==> config.mk <==
export PLATFORM = sky130hd
export DESIGN_NAME = led_strip_effect_generator
export DESIGN_NICKNAME = d
export VERILOG_FILES = /design/src/hw/rtl/lseg_pkg.sv /design/src/hw/rtl/lseg_div.sv /design/src/hw/rtl/lseg_front.sv /design/src/hw/rtl/lseg_queue.sv /design/src/hw/rtl/lseg_back.sv /design/src/hw/rtl/led_strip_effect_generator.sv
export SDC_FILE = /design/constraint.sdc
export NUM_CORES = 2
export LEC_CHECK = 0
export BUFFER_PORTS_ARGS = -buffer_cell sky130_fd_sc_hd__buf_4
export CAP_MARGIN = 20
export CORE_MARGIN = 8
export CORE_UTILIZATION = 35
export CTS_CLUSTER_DIAMETER = 100
export DETAILED_ROUTE_END_ITERATION = 8
export GPL_ROUTABILITY_DRIVEN = 0
export PLACE_DENSITY = 0.62
export RECOVER_POWER = 100
export SLEW_MARGIN = 20
export SYNTH_ARGS = -nofsm -noshare
export SYNTH_HDL_FRONTEND = slang
export SYNTH_SLANG_ARGS = --single-unit
==> constraint.sdc <==
create_clock -name clk_i -period 12.55 [get_ports clk_i]
set_input_delay 2.51 -clock clk_i [delete_from_list [all_inputs] [get_ports clk_i]]
set_output_delay 2.51 -clock clk_i [all_outputs]
set_load 0.02 [all_outputs]
==> src/hw/rtl/lseg_pkg.sv <==
// Shared types, codes and arithmetic helpers of the LED strip effect generator.
package lseg_pkg;

  // Command codes carried in the func field of an input word.
  typedef enum logic [2:0] {
    FUNC_SET     = 3'd0,
    FUNC_FILL    = 3'd1,
    FUNC_RAINBOW = 3'd2,
    FUNC_BREATH  = 3'd3,
    FUNC_BATTERY = 3'd4
  } func_e;

  // Configuration register indexes.
  typedef enum logic [0:0] {
    REG_BRIGHTNESS = 1'b0,
    REG_STRIP_LEN  = 1'b1
  } reg_e;

  // How the back end walks the strip for one queued command.
  typedef enum logic [1:0] {
    KIND_SINGLE  = 2'd0,
    KIND_FILL    = 2'd1,
    KIND_RAINBOW = 2'd2
  } kind_e;

  typedef enum logic [1:0] {
    BK_IDLE  = 2'd0,
    BK_SETUP = 2'd1,
    BK_RUN   = 2'd2
  } back_state_e;

  localparam int unsigned QueueDepth = 2;
  localparam logic [7:0]  FullScale  = 8'd255;
  localparam logic [6:0]  BattRedMax = 7'd20;
  localparam logic [6:0]  BattYelMax = 7'd50;

  typedef struct packed {
    logic [2:0] func;
    logic [7:0] pixel_sel;
    logic [7:0] red;
    logic [7:0] green;
    logic [7:0] blue;
    logic [7:0] run_start;
    logic [6:0] run_length;
    logic [6:0] charge_pct;
  } in_word_t;

  typedef struct packed {
    logic [5:0] led_index;
    logic [7:0] green_out;
    logic [7:0] red_out;
    logic [7:0] blue_out;
    logic       last_of_frame;
  } out_word_t;

  // One classified command as it waits between front and back end.
  typedef struct packed {
    kind_e      kind;
    logic [6:0] total;    // number of pixel writes
    logic [5:0] pix;      // target LED of a single write
    logic [7:0] red;
    logic [7:0] green;
    logic [7:0] blue;
    logic [7:0] pre_k;    // first scale factor, full scale when unused
    logic       refresh;  // flag the final write
    logic [7:0] start;    // first LED of a rainbow run
    logic [7:0] hue;      // rainbow base hue
  } desc_t;

  typedef struct packed {
    logic [7:0] red;
    logic [7:0] green;
    logic [7:0] blue;
  } rgb_t;

  // floor(x * k / 255) without a divider; exact for every 8-bit x and k.
  function automatic logic [7:0] scale8(input logic [7:0] x, input logic [7:0] k);
    logic [15:0] prod;
    logic [15:0] sum;
    prod = 16'(x) * 16'(k);
    sum  = prod + (prod >> 8) + 16'd1;
    return sum[15:8];
  endfunction

  // Six-sector hue wheel with sectors of 43 steps, the last sector of 41.
  function automatic rgb_t hue_to_rgb(input logic [7:0] hv);
    rgb_t       c;
    logic [7:0] base;
    logic [2:0] sector;
    logic [7:0] f;
    logic [7:0] q;
    if (hv >= 8'd215) begin
      sector = 3'd5; base = 8'd215;
    end else if (hv >= 8'd172) begin
      sector = 3'd4; base = 8'd172;
    end else if (hv >= 8'd129) begin
      sector = 3'd3; base = 8'd129;
    end else if (hv >= 8'd86) begin
      sector = 3'd2; base = 8'd86;
    end else if (hv >= 8'd43) begin
      sector = 3'd1; base = 8'd43;
    end else begin
      sector = 3'd0; base = 8'd0;
    end
    f = 8'((hv - base) * 8'd6);
    q = FullScale - f;
    case (sector)
      3'd0: c = '{red: FullScale, green: f, blue: 8'd0};
      3'd1: c = '{red: q, green: FullScale, blue: 8'd0};
      3'd2: c = '{red: 8'd0, green: FullScale, blue: f};
      3'd3: c = '{red: 8'd0, green: q, blue: FullScale};
      3'd4: c = '{red: f, green: 8'd0, blue: FullScale};
      default: c = '{red: FullScale, green: 8'd0, blue: q};
    endcase
    return c;
  endfunction

endpackage

==> src/hw/rtl/lseg_div.sv <==
// Restoring radix-2 divider, one quotient bit per cycle.
module lseg_div #(
  parameter int unsigned DW = 9,
  parameter int unsigned VW = 7
) (
  input  logic          clk_i,
  input  logic          rst_ni,
  input  logic          start_i,
  input  logic [DW-1:0] dividend_i,
  input  logic [VW-1:0] divisor_i,
  output logic          busy_o,
  output logic [DW-1:0] quo_o,
  output logic [VW-1:0] rem_o
);
  localparam int unsigned CntW = $clog2(DW + 1);

  logic            busy_q;
  logic [CntW-1:0] cnt_q;
  logic [DW-1:0]   quo_q;
  logic [VW-1:0]   rem_q;
  logic [VW-1:0]   dvs_q;
  logic [VW:0]     trial;
  logic            fits;

  assign trial = {rem_q, quo_q[DW-1]};
  assign fits  = trial >= {1'b0, dvs_q};

  always_ff @(posedge clk_i or negedge rst_ni) begin
    if (!rst_ni) begin
      busy_q <= 1'b0;
      cnt_q  <= '0;
    end else if (start_i) begin
      busy_q <= 1'b1;
      cnt_q  <= CntW'(DW);
    end else if (busy_q) begin
      busy_q <= cnt_q != CntW'(1);
      cnt_q  <= cnt_q - CntW'(1);
    end
  end

  always_ff @(posedge clk_i) begin
    if (start_i) begin
      quo_q <= dividend_i;
      rem_q <= '0;
      dvs_q <= divisor_i;
    end else if (busy_q) begin
      quo_q <= {quo_q[DW-2:0], fits};
      rem_q <= fits ? VW'(trial - {1'b0, dvs_q}) : trial[VW-1:0];
    end
  end

  assign busy_o = busy_q;
  assign quo_o  = quo_q;
  assign rem_o  = rem_q;
endmodule

==> src/hw/rtl/lseg_front.sv <==
// Command front end: accepts words, keeps effect state and classifies commands.
module lseg_front #(
  parameter int unsigned LED_CAP = 64
) (
  input  logic              clk_i,
  input  logic              rst_ni,
  input  logic              in_valid_i,
  output logic              in_stall_o,
  input  lseg_pkg::in_word_t in_word_i,
  input  logic [6:0]        strip_n_i,
  input  logic              q_full_i,
  output logic              push_o,
  output lseg_pkg::desc_t   desc_o
);
  import lseg_pkg::*;

  localparam logic [6:0] MaxLeds = 7'(LED_CAP);

  logic       accept;
  logic       keep;
  logic [7:0] hue_q, hue_d;
  logic [7:0] level_q, level_d;
  logic       rising_q, rising_d;
  logic [6:0] len_sat;

  assign accept     = in_valid_i && !q_full_i;
  assign in_stall_o = q_full_i;
  assign push_o     = accept && keep;
  assign len_sat    = (in_word_i.run_length > MaxLeds) ? MaxLeds : in_word_i.run_length;

  // Breathing triangle: the stored level moves before it is used.
  always_comb begin
    if (rising_q) begin
      level_d  = level_q + 8'd1;
      rising_d = level_d != FullScale;
    end else begin
      level_d  = level_q - 8'd1;
      rising_d = level_d == 8'd0;
    end
  end

  always_comb begin
    hue_d          = hue_q;
    keep           = 1'b0;
    desc_o.kind    = KIND_FILL;
    desc_o.total   = strip_n_i;
    desc_o.pix     = in_word_i.pixel_sel[5:0];
    desc_o.red     = in_word_i.red;
    desc_o.green   = in_word_i.green;
    desc_o.blue    = in_word_i.blue;
    desc_o.pre_k   = FullScale;
    desc_o.refresh = 1'b0;
    desc_o.start   = in_word_i.run_start;
    desc_o.hue     = hue_q;
    case (in_word_i.func)
      FUNC_SET: begin
        keep         = in_word_i.pixel_sel < {1'b0, strip_n_i};
        desc_o.kind  = KIND_SINGLE;
        desc_o.total = 7'd1;
      end
      FUNC_FILL: begin
        keep = strip_n_i != 7'd0;
      end
      FUNC_RAINBOW: begin
        keep           = (strip_n_i != 7'd0) && (len_sat != 7'd0);
        desc_o.kind    = KIND_RAINBOW;
        desc_o.total   = len_sat;
        desc_o.refresh = 1'b1;
        hue_d          = hue_q + 8'd1;
      end
      FUNC_BREATH: begin
        keep           = strip_n_i != 7'd0;
        desc_o.pre_k   = level_d;
        desc_o.refresh = 1'b1;
      end
      FUNC_BATTERY: begin
        keep           = strip_n_i != 7'd0;
        desc_o.refresh = 1'b1;
        desc_o.blue    = 8'd0;
        if (in_word_i.charge_pct <= BattRedMax) begin
          desc_o.red   = FullScale;
          desc_o.green = 8'd0;
        end else if (in_word_i.charge_pct <= BattYelMax) begin
          desc_o.red   = FullScale;
          desc_o.green = FullScale;
        end else begin
          desc_o.red   = 8'd0;
          desc_o.green = FullScale;
        end
      end
      default: keep = 1'b0;
    endcase
  end

  always_ff @(posedge clk_i or negedge rst_ni) begin
    if (!rst_ni) begin
      hue_q    <= 8'd0;
      level_q  <= 8'd0;
      rising_q <= 1'b1;
    end else if (accept) begin
      hue_q <= hue_d;
      if (in_word_i.func == FUNC_BREATH) begin
        level_q  <= level_d;
        rising_q <= rising_d;
      end
    end
  end
endmodule

==> src/hw/rtl/lseg_queue.sv <==
// Two-entry command queue between front and back end.
module lseg_queue (
  input  logic            clk_i,
  input  logic            rst_ni,
  input  logic            push_i,
  input  lseg_pkg::desc_t push_desc_i,
  output logic            full_o,
  input  logic            pop_i,
  output logic            not_empty_o,
  output lseg_pkg::desc_t pop_desc_o
);
  import lseg_pkg::*;

  localparam int unsigned PtrW = $clog2(QueueDepth);
  localparam int unsigned CntW = $clog2(QueueDepth + 1);

  desc_t           mem_q [QueueDepth];
  logic [PtrW-1:0] wr_q, rd_q;
  logic [CntW-1:0] cnt_q;
  logic            do_push, do_pop;

  assign full_o      = cnt_q == CntW'(QueueDepth);
  assign not_empty_o = cnt_q != '0;
  assign do_push     = push_i && !full_o;
  assign do_pop      = pop_i && not_empty_o;
  assign pop_desc_o  = mem_q[rd_q];

  always_ff @(posedge clk_i) begin
    if (do_push) begin
      mem_q[wr_q] <= push_desc_i;
    end
  end

  always_ff @(posedge clk_i or negedge rst_ni) begin
    if (!rst_ni) begin
      wr_q  <= '0;
      rd_q  <= '0;
      cnt_q <= '0;
    end else begin
      if (do_push) begin
        wr_q <= (wr_q == PtrW'(QueueDepth - 1)) ? '0 : wr_q + PtrW'(1);
      end
      if (do_pop) begin
        rd_q <= (rd_q == PtrW'(QueueDepth - 1)) ? '0 : rd_q + PtrW'(1);
      end
      cnt_q <= cnt_q + CntW'(do_push) - CntW'(do_pop);
    end
  end

`ifndef ASSERT_OFF
  a_no_overflow: assert property (@(posedge clk_i) disable iff (!rst_ni)
    push_i |-> !full_o)
    else $error("command queue written while full");
  a_no_underflow: assert property (@(posedge clk_i) disable iff (!rst_ni)
    pop_i |-> not_empty_o)
    else $error("command queue read while empty");
  a_count_moves: assert property (@(posedge clk_i) disable iff (!rst_ni)
    (do_push && !do_pop) |=> cnt_q == $past(cnt_q) + CntW'(1))
    else $error("command queue count lost a push");
`endif
endmodule

==> src/hw/rtl/lseg_back.sv <==
// Pixel back end: walks one command over the strip and scales each write.
module lseg_back (
  input  logic               clk_i,
  input  logic               rst_ni,
  input  logic               q_not_empty_i,
  input  lseg_pkg::desc_t    q_desc_i,
  output logic               pop_o,
  input  logic [6:0]         strip_n_i,
  input  logic [7:0]         brightness_i,
  output logic               out_valid_o,
  input  logic               out_stall_i,
  output lseg_pkg::out_word_t out_word_o
);
  import lseg_pkg::*;

  back_state_e state_q, state_d;
  desc_t       cmd_q;
  logic [6:0]  cnt_q;
  logic [5:0]  idx_q;
  logic [8:0]  hq_q;     // integer part of i*256/len
  logic [6:0]  hr_q;     // remainder part of i*256/len
  logic        div_start, gen_fire, last_step, div_busy;
  logic [8:0]  step_quo;
  logic [6:0]  step_rem, start_rem;
  logic [7:0]  rsum;
  logic [6:0]  idx_inc;
  rgb_t        gen_rgb;

  // Pipeline: S1 color, S2 first scaling, S3 brightness and output register.
  logic       s1_v_q, s2_v_q, s3_v_q;
  logic       s1_rdy, s2_rdy, s3_rdy;
  logic [5:0] s1_idx_q, s2_idx_q;
  rgb_t       s1_rgb_q, s2_rgb_q;
  logic [7:0] s1_k_q;
  logic       s1_last_q, s2_last_q;
  out_word_t  s3_word_q;

  lseg_div #(.DW(9), .VW(7)) u_step_div (
    .clk_i      (clk_i),
    .rst_ni     (rst_ni),
    .start_i    (div_start),
    .dividend_i (9'd256),
    .divisor_i  (q_desc_i.total),
    .busy_o     (div_busy),
    .quo_o      (step_quo),
    .rem_o      (step_rem)
  );

  lseg_div #(.DW(9), .VW(7)) u_start_div (
    .clk_i      (clk_i),
    .rst_ni     (rst_ni),
    .start_i    (div_start),
    .dividend_i ({1'b0, q_desc_i.start}),
    .divisor_i  (strip_n_i),
    .busy_o     (),
    .quo_o      (),
    .rem_o      (start_rem)
  );

  assign s3_rdy = !s3_v_q || !out_stall_i;
  assign s2_rdy = !s2_v_q || s3_rdy;
  assign s1_rdy = !s1_v_q || s2_rdy;

  assign last_step = (cnt_q + 7'd1) == cmd_q.total;
  assign idx_inc   = {1'b0, idx_q} + 7'd1;
  assign rsum      = {1'b0, hr_q} + {1'b0, step_rem};
  assign gen_rgb   = (cmd_q.kind == KIND_RAINBOW) ? hue_to_rgb(cmd_q.hue + hq_q[7:0])
                     : rgb_t'{red: cmd_q.red, green: cmd_q.green, blue: cmd_q.blue};

  always_comb begin
    state_d = state_q;
    case (state_q)
      BK_IDLE: begin
        if (q_not_empty_i) begin
          state_d = (q_desc_i.kind == KIND_RAINBOW) ? BK_SETUP : BK_RUN;
        end
      end
      BK_SETUP: begin
        if (!div_busy) begin
          state_d = BK_RUN;
        end
      end
      BK_RUN: begin
        if (s1_rdy && last_step) begin
          state_d = BK_IDLE;
        end
      end
      default: state_d = BK_IDLE;
    endcase
  end

  always_comb begin
    pop_o     = 1'b0;
    div_start = 1'b0;
    gen_fire  = 1'b0;
    case (state_q)
      BK_IDLE: begin
        pop_o     = q_not_empty_i;
        div_start = q_not_empty_i && (q_desc_i.kind == KIND_RAINBOW);
      end
      BK_RUN:  gen_fire = s1_rdy;
      default: ;
    endcase
  end

  always_ff @(posedge clk_i or negedge rst_ni) begin
    if (!rst_ni) begin
      state_q <= BK_IDLE;
      s1_v_q  <= 1'b0;
      s2_v_q  <= 1'b0;
      s3_v_q  <= 1'b0;
    end else begin
      state_q <= state_d;
      if (s1_rdy) s1_v_q <= gen_fire;
      if (s2_rdy) s2_v_q <= s1_v_q;
      if (s3_rdy) s3_v_q <= s2_v_q;
    end
  end

  // Walk state of the current command.
  always_ff @(posedge clk_i) begin
    if (pop_o) begin
      cmd_q <= q_desc_i;
      cnt_q <= 7'd0;
      idx_q <= (q_desc_i.kind == KIND_SINGLE) ? q_desc_i.pix : 6'd0;
      hq_q  <= 9'd0;
      hr_q  <= 7'd0;
    end else if (state_q == BK_SETUP) begin
      idx_q <= start_rem[5:0];
    end else if (gen_fire) begin
      cnt_q <= cnt_q + 7'd1;
      idx_q <= (idx_inc == strip_n_i) ? 6'd0 : idx_inc[5:0];
      if (rsum >= {1'b0, cmd_q.total}) begin
        hr_q <= 7'(rsum - {1'b0, cmd_q.total});
        hq_q <= hq_q + step_quo + 9'd1;
      end else begin
        hr_q <= rsum[6:0];
        hq_q <= hq_q + step_quo;
      end
    end
  end

  always_ff @(posedge clk_i) begin
    if (s1_rdy && gen_fire) begin
      s1_idx_q  <= idx_q;
      s1_rgb_q  <= gen_rgb;
      s1_k_q    <= cmd_q.pre_k;
      s1_last_q <= cmd_q.refresh && last_step;
    end
    if (s2_rdy && s1_v_q) begin
      s2_idx_q       <= s1_idx_q;
      s2_rgb_q.red   <= scale8(s1_rgb_q.red, s1_k_q);
      s2_rgb_q.green <= scale8(s1_rgb_q.green, s1_k_q);
      s2_rgb_q.blue  <= scale8(s1_rgb_q.blue, s1_k_q);
      s2_last_q      <= s1_last_q;
    end
    if (s3_rdy && s2_v_q) begin
      s3_word_q.led_index     <= s2_idx_q;
      s3_word_q.red_out       <= scale8(s2_rgb_q.red, brightness_i);
      s3_word_q.green_out     <= scale8(s2_rgb_q.green, brightness_i);
      s3_word_q.blue_out      <= scale8(s2_rgb_q.blue, brightness_i);
      s3_word_q.last_of_frame <= s2_last_q;
    end
  end

  assign out_valid_o = s3_v_q;
  assign out_word_o  = s3_word_q;

`ifndef ASSERT_OFF
  a_walk_in_range: assert property (@(posedge clk_i) disable iff (!rst_ni)
    gen_fire |-> cnt_q < cmd_q.total)
    else $error("pixel walk ran past the end of its command");
  a_hue_rem_bound: assert property (@(posedge clk_i) disable iff (!rst_ni)
    (gen_fire && cmd_q.kind == KIND_RAINBOW) |-> hr_q < cmd_q.total)
    else $error("rainbow hue remainder out of range");
  a_led_in_strip: assert property (@(posedge clk_i) disable iff (!rst_ni)
    out_valid_o |-> {1'b0, out_word_o.led_index} < strip_n_i)
    else $error("write addresses an LED outside the strip");
  a_setup_done: assert property (@(posedge clk_i) disable iff (!rst_ni)
    (state_q == BK_RUN && $past(state_q) == BK_SETUP) |-> !div_busy)
    else $error("rainbow walk started before its step was known");
`endif
endmodule

==> src/hw/rtl/led_strip_effect_generator.sv <==
// Top level of the LED strip effect generator: configuration registers and units.
//
// Each command word expands into a run of pixel words, one per LED written,
// each carrying the LED number and its green, red and blue values scaled by
// the brightness register (floor(x*brightness/255)). Set pixel writes one
// LED (nothing if the index is outside the strip), fill writes every LED in
// use, and rainbow, breathing and battery commands write a whole run and
// flag its final word as a strip refresh. A front end accepts and classifies
// commands and keeps the rainbow hue and breathing level; a two-entry queue
// lets it take the next command while the back end still emits the current
// one. The back end emits at most one word per cycle and passes through
// an idle state between commands; before a rainbow run starts, a bit-serial
// divider finds the hue step and the first LED number. Words leave through
// a three-stage scaling pipeline with an output register, so a stalled
// output does not stall the input until the queue fills. Configuration is
// meant to change only while the block is idle; a strip length above
// LED_CAP acts as LED_CAP.
module led_strip_effect_generator #(
  parameter int unsigned LED_CAP = 64
) (
  input  logic                clk_i,
  input  logic                rst_ni,
  input  logic                in_valid_i,
  output logic                in_stall_o,
  input  lseg_pkg::in_word_t  in_word_i,
  output logic                out_valid_o,
  input  logic                out_stall_i,
  output lseg_pkg::out_word_t out_word_o,
  input  logic                cfg_we_i,
  input  lseg_pkg::reg_e      cfg_idx_i,
  input  logic [7:0]          cfg_data_i
);
  import lseg_pkg::*;

  localparam logic [6:0] MaxLeds = 7'(LED_CAP);

  logic [7:0] brightness_q;
  logic [6:0] strip_len_q;
  logic [6:0] strip_n;
  logic       q_full, q_push, q_pop, q_not_empty;
  desc_t      push_desc, pop_desc;

  // Register writes take effect at once; there is no read-back.
  always_ff @(posedge clk_i or negedge rst_ni) begin
    if (!rst_ni) begin
      brightness_q <= 8'd255;
      strip_len_q  <= 7'd64;
    end else if (cfg_we_i) begin
      case (cfg_idx_i)
        REG_BRIGHTNESS: brightness_q <= cfg_data_i;
        REG_STRIP_LEN:  strip_len_q  <= cfg_data_i[6:0];
        default: ;
      endcase
    end
  end

  // Number of LEDs actually driven.
  assign strip_n = (strip_len_q > MaxLeds) ? MaxLeds : strip_len_q;

  lseg_front #(.LED_CAP(LED_CAP)) u_front (
    .clk_i      (clk_i),
    .rst_ni     (rst_ni),
    .in_valid_i (in_valid_i),
    .in_stall_o (in_stall_o),
    .in_word_i  (in_word_i),
    .strip_n_i  (strip_n),
    .q_full_i   (q_full),
    .push_o     (q_push),
    .desc_o     (push_desc)
  );

  lseg_queue u_queue (
    .clk_i       (clk_i),
    .rst_ni      (rst_ni),
    .push_i      (q_push),
    .push_desc_i (push_desc),
    .full_o      (q_full),
    .pop_i       (q_pop),
    .not_empty_o (q_not_empty),
    .pop_desc_o  (pop_desc)
  );

  lseg_back u_back (
    .clk_i         (clk_i),
    .rst_ni        (rst_ni),
    .q_not_empty_i (q_not_empty),
    .q_desc_i      (pop_desc),
    .pop_o         (q_pop),
    .strip_n_i     (strip_n),
    .brightness_i  (brightness_q),
    .out_valid_o   (out_valid_o),
    .out_stall_i   (out_stall_i),
    .out_word_o    (out_word_o)
  );

`ifndef ASSERT_OFF
  a_strip_bound: assert property (@(posedge clk_i) disable iff (!rst_ni)
    strip_n <= MaxLeds)
    else $error("strip size exceeds the LED capacity");
  a_stall_when_full: assert property (@(posedge clk_i) disable iff (!rst_ni)
    q_full |-> in_stall_o)
    else $error("input taken while the command queue is full");
  a_set_oob_dropped: assert property (@(posedge clk_i) disable iff (!rst_ni)
    (in_valid_i && !in_stall_o && in_word_i.func == FUNC_SET &&
     in_word_i.pixel_sel >= {1'b0, strip_n}) |-> !q_push)
    else $error("out-of-strip set pixel was queued");
`endif
endmodule
==> results <==
- The number of setup buffers added after CTS is 0.
- The initial standard-cell utilization of the core is between 30% and 40%.
- The number of different library cells in the post-synthesis netlist is 91.
- The number of vias per cell is 4.92.
- In this run, post-CTS hold repair placed 0 buffers.
- After clock tree synthesis, the clock-pin slew on the worst setup and hold paths is 0.06 ns.
- The most repeated library cell on the critical path is clkbuf_1.
- The net count after synthesis is 3675.
- The number of CTS-inserted buffers is 45.
- The critical path starts at in_word_i[54].
- The tool flagged a number of max-cap violations equal to 13.
- The transition time of the tightest slew-check pin is 4.16 ns.
- The final reports fail on capacitance limit, slew limit.
- At the worst endpoint, the arrival time is 8.40 ns.
- The number of antenna violations at the first check in global routing was 1.
- The root cell of the clock tree is clkbuf_16.
- The routed length per instance is 15.8 um.
- The remaining antenna violation count after routing is 0.
- The final hold slack is 0.413 ns.
- The die covers 101000 um^2.
- For this run, the slowest stage of the critical path takes 1.77 ns.
- In this run the count of I/O pins placed on the die edge is 104.
- The number of hold-slack violations in the final timing report is 0.
- The floorplan die width is approximately 320 um.
- The share of synthesized registers carrying an async set or reset is 12.6%.
- The floorplan has 110 rows.
- The detailed router finished its first iteration with 1303 violations.
- The worst setup path is launched from an input port.
- The routed design could run at a clock period as short as about 8.2 ns.
- The placeable core region is 90100 um^2.
- The total negative setup slack is 0 ns.
- The number of setup violations in the final report is 0.
- For this run, design rule violations remaining after detail routing come to 0.
- In this run the most critical hold path is launched from u_back.s1_last_q.
- The critical path in this run is classified as input port to register.
- The clock skew after layout is 0.0271 ns.
- Clock tree synthesis found a total of 404 sinks.
- Among all flip-flop cells after synthesis, the most frequent one is edfxtp_1.
- The worst pin sits at a relative slew slack of -177%.
- The H-tree generated during clock tree synthesis spans 2 levels.
- The count of instances resized after the clock tree is built is 0.
- The number of global-route vias before repair is 21600.
- The final-report max-slew violation count is roughly 500.
- The residual overflow from global routing is 0.
- The routed wire length is 68500 um.
- Before CTS, the worst setup slack after placement is around 5.5 ns.
- Buffers placed on the I/O ports in this run total 103.
- The worst path meets setup with 4.32 ns of slack.
- Along the worst path, the maximum fanout reaches 40.
- In this run the deepest clock path goes through 3 buffers.
- Synthesis handed over a netlist of 3050 instances.
- The die span in y is 318 um.
- The number of warnings issued by yosys is 0.
- The kind of end point of the critical path is a register.
- Detailed placement ended at an HPWL of between 50000 and 60000 um.
- Data on the critical path is required at its endpoint by 12.72 ns.
- In this run, synthesis inferred 307 flip-flops with an integrated enable.
- The library cell with the largest summed area after synthesis is edfxtp_1.
- In the post-synthesis netlist, the biggest area contributors are edfxtp_1 (29%), fa_1 (14%), ha_1 (13%).
- The clock tree from TritonCTS is done.
- The routed via count is 21300.
- The count of buffer and inverter cells on the critical path is 3.
- The fraction of synthesized cell area taken by the top area cell type is 28.9%.
- The signal on the critical path passes through clkbuf_1, nor2_1, nand2_1, clkbuf_1, o21ai_0, o41ai_1, a221oi_1, nor2b_1, clkbuf_1.
- Among cell families on the critical path, the largest total delay comes from buffers and inverters.
- The clock latency reported for the late side of the worst-skew pair is 0.59 ns.
- The critical path's slowest cell is nor2b_1.
- The total routing resource utilization after global routing is 13.4%.
- By instance count, the leading cell after synthesis is inv_1.
- The fraction of final layout cells sized beyond drive strength 1 is 7.12%.
- In this run the mean area of a mapped cell was 10.5 um^2.
- The commonest cells after synthesis are inv_1 (358), nand2_1 (331), ha_1 (330), edfxtp_1 (307), fa_1 (224).
- Entering global routing, the biggest net connects 66 pins.
- The signed area change from the synthesized netlist to the final layout is 10.2%.
- The antenna cell count is 0.
- The wire length of the first global-routing pass is roughly 110000 um.
- Setup repair after global routing left no endpoint under its margin.
- The beginning of the worst register-to-register path is u_back.s1_k_q[5].
- The detailed-routing iteration count for the pre-antenna-repair pass is 7.
- The share of the yosys chip area belonging to registers is 35.8%.
- After synthesis the netlist holds a flip-flop and latch count of approximately 400.
- The type of the worst min-delay path is register to register.
- The final critical-path share of the clock period is 65.6%.
- The top achievable clock speed is 121 MHz.
- The final net count is 3747.
- After synthesis the cells add up to 31900 um^2.
- The run finished, with violations left.
-- registers in the layout, indices dropped and copies added (netlist names), 9 cells and up --
register / flops
u_back.s2_rgb_q: 24
u_back.u_start_div.quo_o: 9
u_back.out_word_o: 31
u_back.cmd_q: 50
u_back.s1_rgb_q: 24
u_queue.mem_q: 128
u_back.u_step_div.quo_o: 9
-- cells in the final DEF, fill, tap and decap left out, types with 27 or more instances in the layout --
| master | instances |
|---|---|
| inv_1 | 358 |
| nand2_1 | 331 |
| ha_1 | 330 |
| edfxtp_1 | 307 |
| fa_1 | 224 |
| and2_1 | 198 |
| nor2_1 | 140 |
| a21oi_1 | 124 |
| xnor2_1 | 112 |
| o21ai_0 | 99 |
| xor2_1 | 82 |
| a21o_1 | 61 |
| nand3_1 | 60 |
| clkbuf_1 | 60 |
| buf_4 | 54 |
| mux2_2 | 46 |
| dfxtp_1 | 46 |
| clkbuf_16 | 45 |
| dfrtp_1 | 40 |
| mux2i_1 | 38 |
| nor3_1 | 27 |
-- per-stage QoR --
stage	instance area (um^2)	cells	util, %
finish	35200	4335	39.0
CTS	35400	4335	39.3
global placement	33900	4251	37.6
floorplan	31900	3050	-
detailed placement	33900	4251	37.6
global route	35200	4335	39.0
-- path summary, 6_finish.rpt --
path | slack (ns) | end | cells past startpoint
max in group asynchronous | 7.50 | u_queue.rd_q | 1
min in group asynchronous | 2.97 | u_front.level_q[2] | 1
worst min register to register | 0.41 | u_back.s2_last_q | 0
worst min-delay path | 0.41 | u_back.s2_last_q | 0
worst max register to register | 4.83 | u_back.s2_rgb_q[7] | 22
worst max-delay path | 4.32 | u_queue.mem_q[0][25] | 9
-- cell families after synthesis --
group | count (synthesis) | share of synthesized area [%]
compound gates | 447 | 9.10
fa+ha+maj | 554 | 27.0
xor+xnor | 195 | 5.42
flops | 404 | 35.8
buf+inv | 451 | 5.39
mux | 105 | 3.56
simple gates | 894 | 13.7
-- area by class of cell --
| class | instances | area, um^2 |
|---|---|---|
| well taps | 1176 | 1470 |
| flip-flops and latches | 404 | 11400 |
| repair buffers | 116 | 661 |
| clock buffers | 55 | 1220 |
| inverters | 360 | 1350 |
| clock inverters | 29 | 278 |
| fillers | 8843 | 55000 |
| multi-input cells | 2195 | 18800 |
-- metal layers --
metal | global-route usage [%] | routed length, um | vias to the layer above
met5 | 0 | 0 | -
met4 | 2.84 | 1220 | 0
met3 | 1.80 | 2390 | 80
met2 | 22.9 | 32600 | 311
met1 | 18.1 | 32300 | 10400
li1 | - | - | 10500
Power is not shown: default switching activity piles up to over one toggle a cycle in this logic, so the estimate is an artifact.
